[config.mk]
export PLATFORM = sky130hd
export DESIGN_NAME = icmp_echo_sequence_rewrite_checksum
export DESIGN_NICKNAME = d
export VERILOG_FILES = /design/src/hdl/iesrc_pkg.sv /design/src/hdl/iesrc_front.sv /design/src/hdl/iesrc_queue.sv /design/src/hdl/iesrc_back.sv /design/src/hdl/icmp_echo_sequence_rewrite_checksum.sv
export SDC_FILE = /design/constraint.sdc
export NUM_CORES = 1
export LEC_CHECK = 0
export CORE_MARGIN = 2
export CORE_UTILIZATION = 50
export CTS_BUF_LIST = sky130_fd_sc_hd__clkbuf_16
export DETAILED_ROUTE_END_ITERATION = 6
export DONT_BUFFER_PORTS = 1
export GPL_TIMING_DRIVEN = 1
export PLACE_DENSITY = 0.63
export SYNTH_ARGS = -nofsm -noshare
export SYNTH_HDL_FRONTEND = slang
export SYNTH_SLANG_ARGS = --single-unit
[constraint.sdc]
create_clock -name clk -period 4.83 [get_ports clk]
set_input_delay 0 -clock clk [delete_from_list [all_inputs] [get_ports clk]]
set_output_delay 0 -clock clk [all_outputs]
set_load 0.05 [all_outputs]
[src/hdl/iesrc_pkg.sv]
`timescale 1ns / 1ps

package iesrc_pkg;

    // echo request type codes
    localparam logic [7:0] TYPE_ECHO_V4 = 8'd8;
    localparam logic [7:0] TYPE_ECHO_V6 = 8'd128;

    // byte count saturates here
    localparam logic [16:0] POS_SAT = 17'd65536;
    // longest legal packet length
    localparam logic [16:0] POS_MAX_LEN = 17'd65535;
    // offsets below this on the last byte give a short packet
    localparam logic [16:0] POS_MIN_LAST = 17'd7;

    localparam logic [16:0] POS_CSUM_HI = 17'd2;
    localparam logic [16:0] POS_CSUM_LO = 17'd3;
    localparam logic [16:0] POS_SEQ_HI = 17'd6;
    localparam logic [16:0] POS_SEQ_LO = 17'd7;

    localparam logic [1:0] STAT_OK = 2'd0;
    localparam logic [1:0] STAT_SHORT = 2'd1;
    localparam logic [1:0] STAT_LONG = 2'd2;
    localparam logic [1:0] STAT_TYPE = 2'd3;

    // one queue entry: a completed word and, on the last byte, the packet verdict
    typedef struct packed {
        logic        word_valid;
        logic [15:0] word;
        logic        last;
        logic [1:0]  status;
        logic [15:0] sequence_value;
    } entry_t;

endpackage

[src/hdl/iesrc_front.sv]
`timescale 1ns / 1ps

module iesrc_front
(
    input  logic                 clk,
    input  logic                 rst_n,
    input  logic                 in_valid,
    output logic                 in_stall,
    input  logic [7:0]           data_byte,
    input  logic                 end_of_packet,
    input  logic [19:0]          sent_count,
    output logic                 push,
    output iesrc_pkg::entry_t    push_data,
    input  logic                 full
);
    import iesrc_pkg::*;

    logic [16:0] pos_reg, pos_next;
    logic [7:0]  pending_reg, pending_next;
    logic [15:0] seq_reg, seq_next;
    logic        type_reg, type_next;

    logic        accept;
    logic        first;
    logic        summing;
    logic [15:0] seq_now;
    logic        type_now;
    logic [7:0]  b;
    logic [1:0]  status;

    assign in_stall = full;
    assign accept = in_valid && !full;
    assign first = (pos_reg == '0);
    assign summing = (pos_reg != POS_SAT);

    assign seq_now = first ? (sent_count[15:0] + 16'd1) : seq_reg;
    assign type_now = first ? ((data_byte == TYPE_ECHO_V4) || (data_byte == TYPE_ECHO_V6))
                            : type_reg;

    // checksum field counts as zero, sequence field gets the new value
    always_comb
    begin
        b = data_byte;
        if ((pos_reg == POS_CSUM_HI) || (pos_reg == POS_CSUM_LO))
            b = 8'd0;
        else if (pos_reg == POS_SEQ_HI)
            b = seq_reg[15:8];
        else if (pos_reg == POS_SEQ_LO)
            b = seq_reg[7:0];
    end

    always_comb
    begin
        if (pos_reg < POS_MIN_LAST)
            status = STAT_SHORT;
        else if (pos_reg >= POS_MAX_LEN)
            status = STAT_LONG;
        else if (!type_now)
            status = STAT_TYPE;
        else
            status = STAT_OK;
    end

    always_comb
    begin
        push_data.word_valid = summing && (pos_reg[0] || end_of_packet);
        push_data.word = pos_reg[0] ? {pending_reg, b} : {b, 8'd0};
        push_data.last = end_of_packet;
        push_data.status = status;
        push_data.sequence_value = seq_now;
    end

    assign push = accept && (end_of_packet || (summing && pos_reg[0]));

    always_comb
    begin
        pos_next = pos_reg;
        pending_next = pending_reg;
        seq_next = seq_reg;
        type_next = type_reg;
        if (accept)
        begin
            if (end_of_packet)
            begin
                pos_next = '0;
                pending_next = '0;
                seq_next = '0;
                type_next = 1'b0;
            end
            else
            begin
                seq_next = seq_now;
                type_next = type_now;
                if (summing)
                begin
                    pos_next = pos_reg + 17'd1;
                    if (!pos_reg[0])
                        pending_next = b;
                end
            end
        end
    end

    always_ff @(posedge clk or negedge rst_n)
    begin
        if (!rst_n)
        begin
            pos_reg <= '0;
            pending_reg <= '0;
            seq_reg <= '0;
            type_reg <= 1'b0;
        end
        else
        begin
            pos_reg <= pos_next;
            pending_reg <= pending_next;
            seq_reg <= seq_next;
            type_reg <= type_next;
        end
    end

endmodule

[src/hdl/iesrc_queue.sv]
`timescale 1ns / 1ps

module iesrc_queue
#(
    parameter int DEPTH = 4
)
(
    input  logic                 clk,
    input  logic                 rst_n,
    input  logic                 push,
    input  iesrc_pkg::entry_t    push_data,
    output logic                 full,
    input  logic                 pop,
    output iesrc_pkg::entry_t    pop_data,
    output logic                 empty
);
    import iesrc_pkg::*;

    localparam int AW = (DEPTH > 1) ? $clog2(DEPTH) : 1;
    localparam int CW = $clog2(DEPTH + 1);
    localparam logic [AW-1:0] LAST_IDX = AW'(DEPTH - 1);
    localparam logic [CW-1:0] FULL_CNT = CW'(DEPTH);

    entry_t mem_reg [DEPTH];

    logic [AW-1:0] wr_ptr_reg, wr_ptr_next;
    logic [AW-1:0] rd_ptr_reg, rd_ptr_next;
    logic [CW-1:0] count_reg, count_next;

    assign full = (count_reg == FULL_CNT);
    assign empty = (count_reg == '0);
    assign pop_data = mem_reg[rd_ptr_reg];

    always_comb
    begin
        wr_ptr_next = wr_ptr_reg;
        rd_ptr_next = rd_ptr_reg;
        count_next = count_reg;
        if (push)
            wr_ptr_next = (wr_ptr_reg == LAST_IDX) ? '0 : wr_ptr_reg + AW'(1);
        if (pop)
            rd_ptr_next = (rd_ptr_reg == LAST_IDX) ? '0 : rd_ptr_reg + AW'(1);
        if (push && !pop)
            count_next = count_reg + CW'(1);
        else if (pop && !push)
            count_next = count_reg - CW'(1);
    end

    always_ff @(posedge clk)
    begin
        if (push)
            mem_reg[wr_ptr_reg] <= push_data;
    end

    always_ff @(posedge clk or negedge rst_n)
    begin
        if (!rst_n)
        begin
            wr_ptr_reg <= '0;
            rd_ptr_reg <= '0;
            count_reg <= '0;
        end
        else
        begin
            wr_ptr_reg <= wr_ptr_next;
            rd_ptr_reg <= rd_ptr_next;
            count_reg <= count_next;
        end
    end

endmodule

[src/hdl/iesrc_back.sv]
`timescale 1ns / 1ps

module iesrc_back
(
    input  logic                 clk,
    input  logic                 rst_n,
    input  logic                 empty,
    input  iesrc_pkg::entry_t    pop_data,
    output logic                 pop,
    output logic                 out_valid,
    input  logic                 out_stall,
    output logic [1:0]           status,
    output logic [15:0]          new_checksum,
    output logic [15:0]          new_sequence
);
    import iesrc_pkg::*;

    logic [15:0] sum_reg, sum_next;
    logic        out_valid_reg, out_valid_next;
    logic [1:0]  status_reg;
    logic [15:0] csum_reg;
    logic [15:0] seq_reg;

    logic [16:0] wide_sum;
    logic [15:0] sum_add;
    logic        out_free;
    logic        load;

    // end-around carry add
    assign wide_sum = {1'b0, sum_reg} + {1'b0, pop_data.word};
    assign sum_add = pop_data.word_valid
                   ? (wide_sum[16] ? wide_sum[15:0] + 16'd1 : wide_sum[15:0])
                   : sum_reg;

    assign out_free = !out_valid_reg || !out_stall;
    assign pop = !empty && (!pop_data.last || out_free);
    assign load = pop && pop_data.last;

    always_comb
    begin
        sum_next = sum_reg;
        if (pop)
            sum_next = pop_data.last ? '0 : sum_add;
        if (load)
            out_valid_next = 1'b1;
        else
            out_valid_next = out_valid_reg && out_stall;
    end

    always_ff @(posedge clk)
    begin
        if (load)
        begin
            status_reg <= pop_data.status;
            csum_reg <= (pop_data.status == STAT_OK) ? ~sum_add : 16'd0;
            seq_reg <= pop_data.sequence_value;
        end
    end

    always_ff @(posedge clk or negedge rst_n)
    begin
        if (!rst_n)
        begin
            sum_reg <= '0;
            out_valid_reg <= 1'b0;
        end
        else
        begin
            sum_reg <= sum_next;
            out_valid_reg <= out_valid_next;
        end
    end

    assign out_valid = out_valid_reg;
    assign status = status_reg;
    assign new_checksum = csum_reg;
    assign new_sequence = seq_reg;

endmodule

[src/hdl/icmp_echo_sequence_rewrite_checksum.sv]
`timescale 1ns / 1ps

// channel | signals                                        | direction
// --------+------------------------------------------------+----------
// in      | in_valid, in_stall, data_byte, end_of_packet,   | into block
//         | sent_count                                     |
// out     | out_valid, out_stall, status, new_checksum,    | out of block
//         | new_sequence                                   |
//
// one input transaction per cycle unless in_stall is high; the result for the
// transaction carrying end_of_packet passes front classify, queue, back add
// the back part folds words with a single end-around-carry adder
// the front stalls only when the entry queue is full; the back holds a
// last-byte queue head while a finished result waits under out_stall
// rst_n clears the byte counter, running sum, queue pointers and out_valid

module icmp_echo_sequence_rewrite_checksum
#(
    parameter int QUEUE_DEPTH = 4
)
(
    input  logic        clk,
    input  logic        rst_n,
    input  logic        in_valid,
    output logic        in_stall,
    input  logic [7:0]  data_byte,
    input  logic        end_of_packet,
    input  logic [19:0] sent_count,
    output logic        out_valid,
    input  logic        out_stall,
    output logic [1:0]  status,
    output logic [15:0] new_checksum,
    output logic [15:0] new_sequence
);
    import iesrc_pkg::*;

    // front to queue
    logic   push;
    entry_t push_data;
    logic   full;

    // queue to back
    logic   pop;
    entry_t pop_data;
    logic   empty;

    // front: byte offset tracking, field rewrite, word pairing, status
    iesrc_front u_front
    (
        .clk           (clk),
        .rst_n         (rst_n),
        .in_valid      (in_valid),
        .in_stall      (in_stall),
        .data_byte     (data_byte),
        .end_of_packet (end_of_packet),
        .sent_count    (sent_count),
        .push          (push),
        .push_data     (push_data),
        .full          (full)
    );

    // short queue decouples the two sides
    iesrc_queue #(
        .DEPTH (QUEUE_DEPTH)
    ) u_queue
    (
        .clk       (clk),
        .rst_n     (rst_n),
        .push      (push),
        .push_data (push_data),
        .full      (full),
        .pop       (pop),
        .pop_data  (pop_data),
        .empty     (empty)
    );

    // back: one's-complement accumulate and result register
    iesrc_back u_back
    (
        .clk          (clk),
        .rst_n        (rst_n),
        .empty        (empty),
        .pop_data     (pop_data),
        .pop          (pop),
        .out_valid    (out_valid),
        .out_stall    (out_stall),
        .status       (status),
        .new_checksum (new_checksum),
        .new_sequence (new_sequence)
    );

endmodule

==> results.sh <==
export IMPL_status="finished, final reports clean"
export IMPL_yosys_warnings=0
export IMPL_grt_usage=0.203
export IMPL_drtAntennaViolNets=0
export IMPL_setup_viol=0
export IMPL_rows=55
export IMPL_clock_fmax_ghz=0.243
export IMPL_dr_total_vias=7146
export IMPL_post_cts_resized=0
export IMPL_nFillCells=1775
export IMPL_cts_buffers=27
export IMPL_portBuffers=0
export IMPL_grt_pass1_wl_um=38500
export IMPL_fp_dieH_um=155
export IMPL_viasPerCell=6.02
export IMPL_p_leak_uw=0.00474
export IMPL_cts_htree_levels=1
export IMPL_coreArea_mm2=0.0226
export IMPL_cp_end_kind="flop"
export IMPL_area_delta_synth_final_pct=13.6
export IMPL_powerDensity_mw_per_mm2=744
export IMPL_synth_area_leaders="edfxtp_1 47%, dfrtp_1 14%, mux4_2 7.1%"
export IMPL_ys_async_sr_fraction=0.270
export IMPL_drt_wirelength_per_cell_um=20.3
export IMPL_syn_inst=847
export IMPL_yosys_register_bits=244
export IMPL_reg2reg_slack_ns=0.71
export IMPL_final_area_mm2=0.0130
export IMPL_finalSetupTns_ns=0
export IMPL_yosysTopAreaCell="edfxtp_1"
export IMPL_synth_yosys_seq_area_share=0.612
export IMPL_clock_sinks=244
export IMPL_dieArea_mm2=0.0241
export IMPL_dpl_cell_count=1112
export IMPL_vdd_drop_max_mv=0.327
export IMPL_fin_skew_ns=0.0155
export IMPL_drv_slew=0
export IMPL_clk_pin_slew_ns=0.06
export IMPL_worstHoldStart="data_byte[3]"
export IMPL_min_path_cells=4
export IMPL_cp_start_kind="flop"
export IMPL_cap_viol_max_count=0
export IMPL_grt_max_degree=41
export IMPL_r2r_cells=11
export IMPL_r2r_end="u_back.new_checksum[15]"
export IMPL_synth_distinct_cells=72
export IMPL_routed_wl_um=24100
export IMPL_post_route_period_util=0.852
export IMPL_diodes=0
export IMPL_multiInputGateArea_mm2=0.00424
export IMPL_postCtsSetupRepairBufs=0
export IMPL_dpl_hpwl_um=15800
export IMPL_regArea_mm2=0.00700
export IMPL_drtIter0Drc=509
export IMPL_grt_pass1_vias=7120
export IMPL_overflow=0
export IMPL_fin_nets=945
export IMPL_synth_avg_cell_area_um2=13.5
export IMPL_worstHoldPathType="in2reg"
export IMPL_initial_core_util=0.506
export IMPL_largest_register_ffs=144
export IMPL_synth_ff_type="edfxtp_1"
export IMPL_finalNonFillerCells=1188
export IMPL_antenna_found_initial=0
export IMPL_path_class="reg2reg"
export IMPL_drive_gt1_frac=0.136
export IMPL_rsz0062_at_grt="false"
export IMPL_place_area_mm2=0.0118
export IMPL_cts_root_buf="clkbuf_16"
export IMPL_synth_area_mm2=0.0114
export IMPL_pre_cts_ws_ns=0.674
export IMPL_tightestPinTransition_ns=1.16
export IMPL_worstPathRequired_ns=5.10
export IMPL_netlist_area_leader_share=0.468
export IMPL_ys_top_cells_by_count="178 x edfxtp_1, 88 x nand2_1, 66 x dfrtp_1"
export IMPL_synth_edf_count=178
export IMPL_hold_violations=0
export IMPL_yosysMostFrequentCell="edfxtp_1"
export IMPL_syn_num_nets=910
export IMPL_route_detailed_drc=0
export IMPL_critical_path_arrival_ns=4.39
export IMPL_die_w_um=155
export IMPL_drt_pass1_iter_count=6
export IMPL_min_to="u_front.pending_reg[3]"
export IMPL_period_needed_ns=4.12
export IMPL_crit_fanout=21
export IMPL_ios=69
export IMPL_setup_ws_ns=0.715
export IMPL_gp_congestion=0.931
export IMPL_clock_latency_ns=0.55
export IMPL_r2r_start="u_queue.rd_ptr_reg[0]"
export IMPL_relSlewSlack=0.223
export IMPL_cts_buffer_depth=3
export IMPL_tritoncts="yes"
[cell families (layout without fill, tap and decap cells)]
kind of cell,after synthesis,count (layout),synth area share
buf+inv,47,103,0.0173
mux,49,49,0.0836
flops,244,244,0.612
simple gates,257,257,0.110
fa+ha+maj,30,30,0.0342
compound gates,171,171,0.105
xor+xnor,49,49,0.0375
[power by group]
| part | internal (uW) | switching, uW | total (uW) |
|---|---|---|---|
| Sequential | 3080 | 833 | 3910 |
| Combinational | 1370 | 2220 | 3580 |
| Clock | 1300 | 857 | 2160 |
[layer usage]
layer | up-vias | GRT usage | wire length, um
li1 | 3300 | - | -
met1 | 3581 | 0.272 | 10300
met2 | 222 | 0.348 | 12000
met3 | 43 | 0.0323 | 1190
met4 | 0 | 0.0542 | 586
met5 | - | 0 | 0
[cell usage in the layout, fill, tap and decap left out, types with 4 or more instances in the layout]
cell type / synthesis / routed
edfxtp_1: 178 / 178
nand2_1: 88 / 88
nor2_1: 65 / 65
dfrtp_1: 66 / 65
o21ai_0: 49 / 49
mux4_2: 36 / 36
a21oi_1: 30 / 30
ha_1: 28 / 28
clkbuf_16: 0 / 27
xnor2_1: 26 / 26
dlygate4sd3_1: 0 / 24
nand3_1: 23 / 23
xor2_1: 23 / 23
a22o_1: 17 / 17
inv_1: 13 / 15
buf_4: 1 / 14
nor3_1: 12 / 12
nand4_1: 12 / 12
o211ai_1: 11 / 11
mux2i_1: 10 / 10
or3_1: 10 / 10
a21o_1: 9 / 9
a32o_1: 8 / 8
a31oi_1: 7 / 7
and3_1: 6 / 6
and2_1: 7 / 6
a211oi_1: 6 / 6
nand2b_1: 5 / 5
nor4_1: 5 / 5
nor2b_1: 5 / 5
bufinv_16: 0 / 5
clkinv_2: 0 / 4
clkinv_1: 0 / 4
[worst max-delay path by stage]
stage / from / to / slack [ns] / depth (start not counted)
6_report: u_queue.rd_ptr_reg[0] / u_back.new_checksum[15] / 0.71 / 11
5_1_grt: u_queue.rd_ptr_reg[0] / u_back.new_checksum[15] / 0.42 / 11
4_1_cts: u_queue.rd_ptr_reg[0] / u_back.new_checksum[15] / 0.68 / 11
3_5_place_dp: u_queue.rd_ptr_reg[0] / u_back.new_checksum[15] / 0.67 / 11
3_3_place_gp: u_queue.rd_ptr_reg[0] / u_back.new_checksum[15] / 0.79 / 11
2_1_floorplan: u_queue.rd_ptr_reg[0] / u_back.new_checksum[15] / 0.50 / 13
[critical path, stage by stage, from the launching register on]
cell and delay, ns:
dfrtp_2 0.50, buf_4 0.44, mux4_2 0.56, ha_1 0.43
nand3_1 0.17, nor2_1 0.13, nand3_1 0.25, a211oi_4 0.47
nand4_2 0.19, nor4b_4 0.36, mux2i_1 0.24, o31ai_1 0.09
[what timing repair did]
item | in CTS | in global routing
endpoints found under the setup margin | 0 | 0
hold buffers | 26 | 0
endpoints found under the hold margin | 168 | 0
[final cells by class]
| type | instances | share of cell area |
|---|---|---|
| sequential | 244 | 0.539 |
| timing repair buffer | 40 | 0.0303 |
| tap | 285 | 0.0275 |
| clock inverter | 23 | 0.0208 |
| clock buffer | 27 | 0.0520 |
| inverter | 13 | 0.00376 |
| multi-input combinational | 556 | 0.327 |
[through the flow]
stage               hold WS, ns  total power (uW)  utilization
global placement         -0.294              7370        0.521
CTS                    0.000310              9710        0.575
floorplan                -0.296              6610            -
global route             0.0457             10200        0.575
detailed placement       -0.294              7500        0.521
finish                  0.00653              9650        0.575
Power figures use the tool's default switching activity.
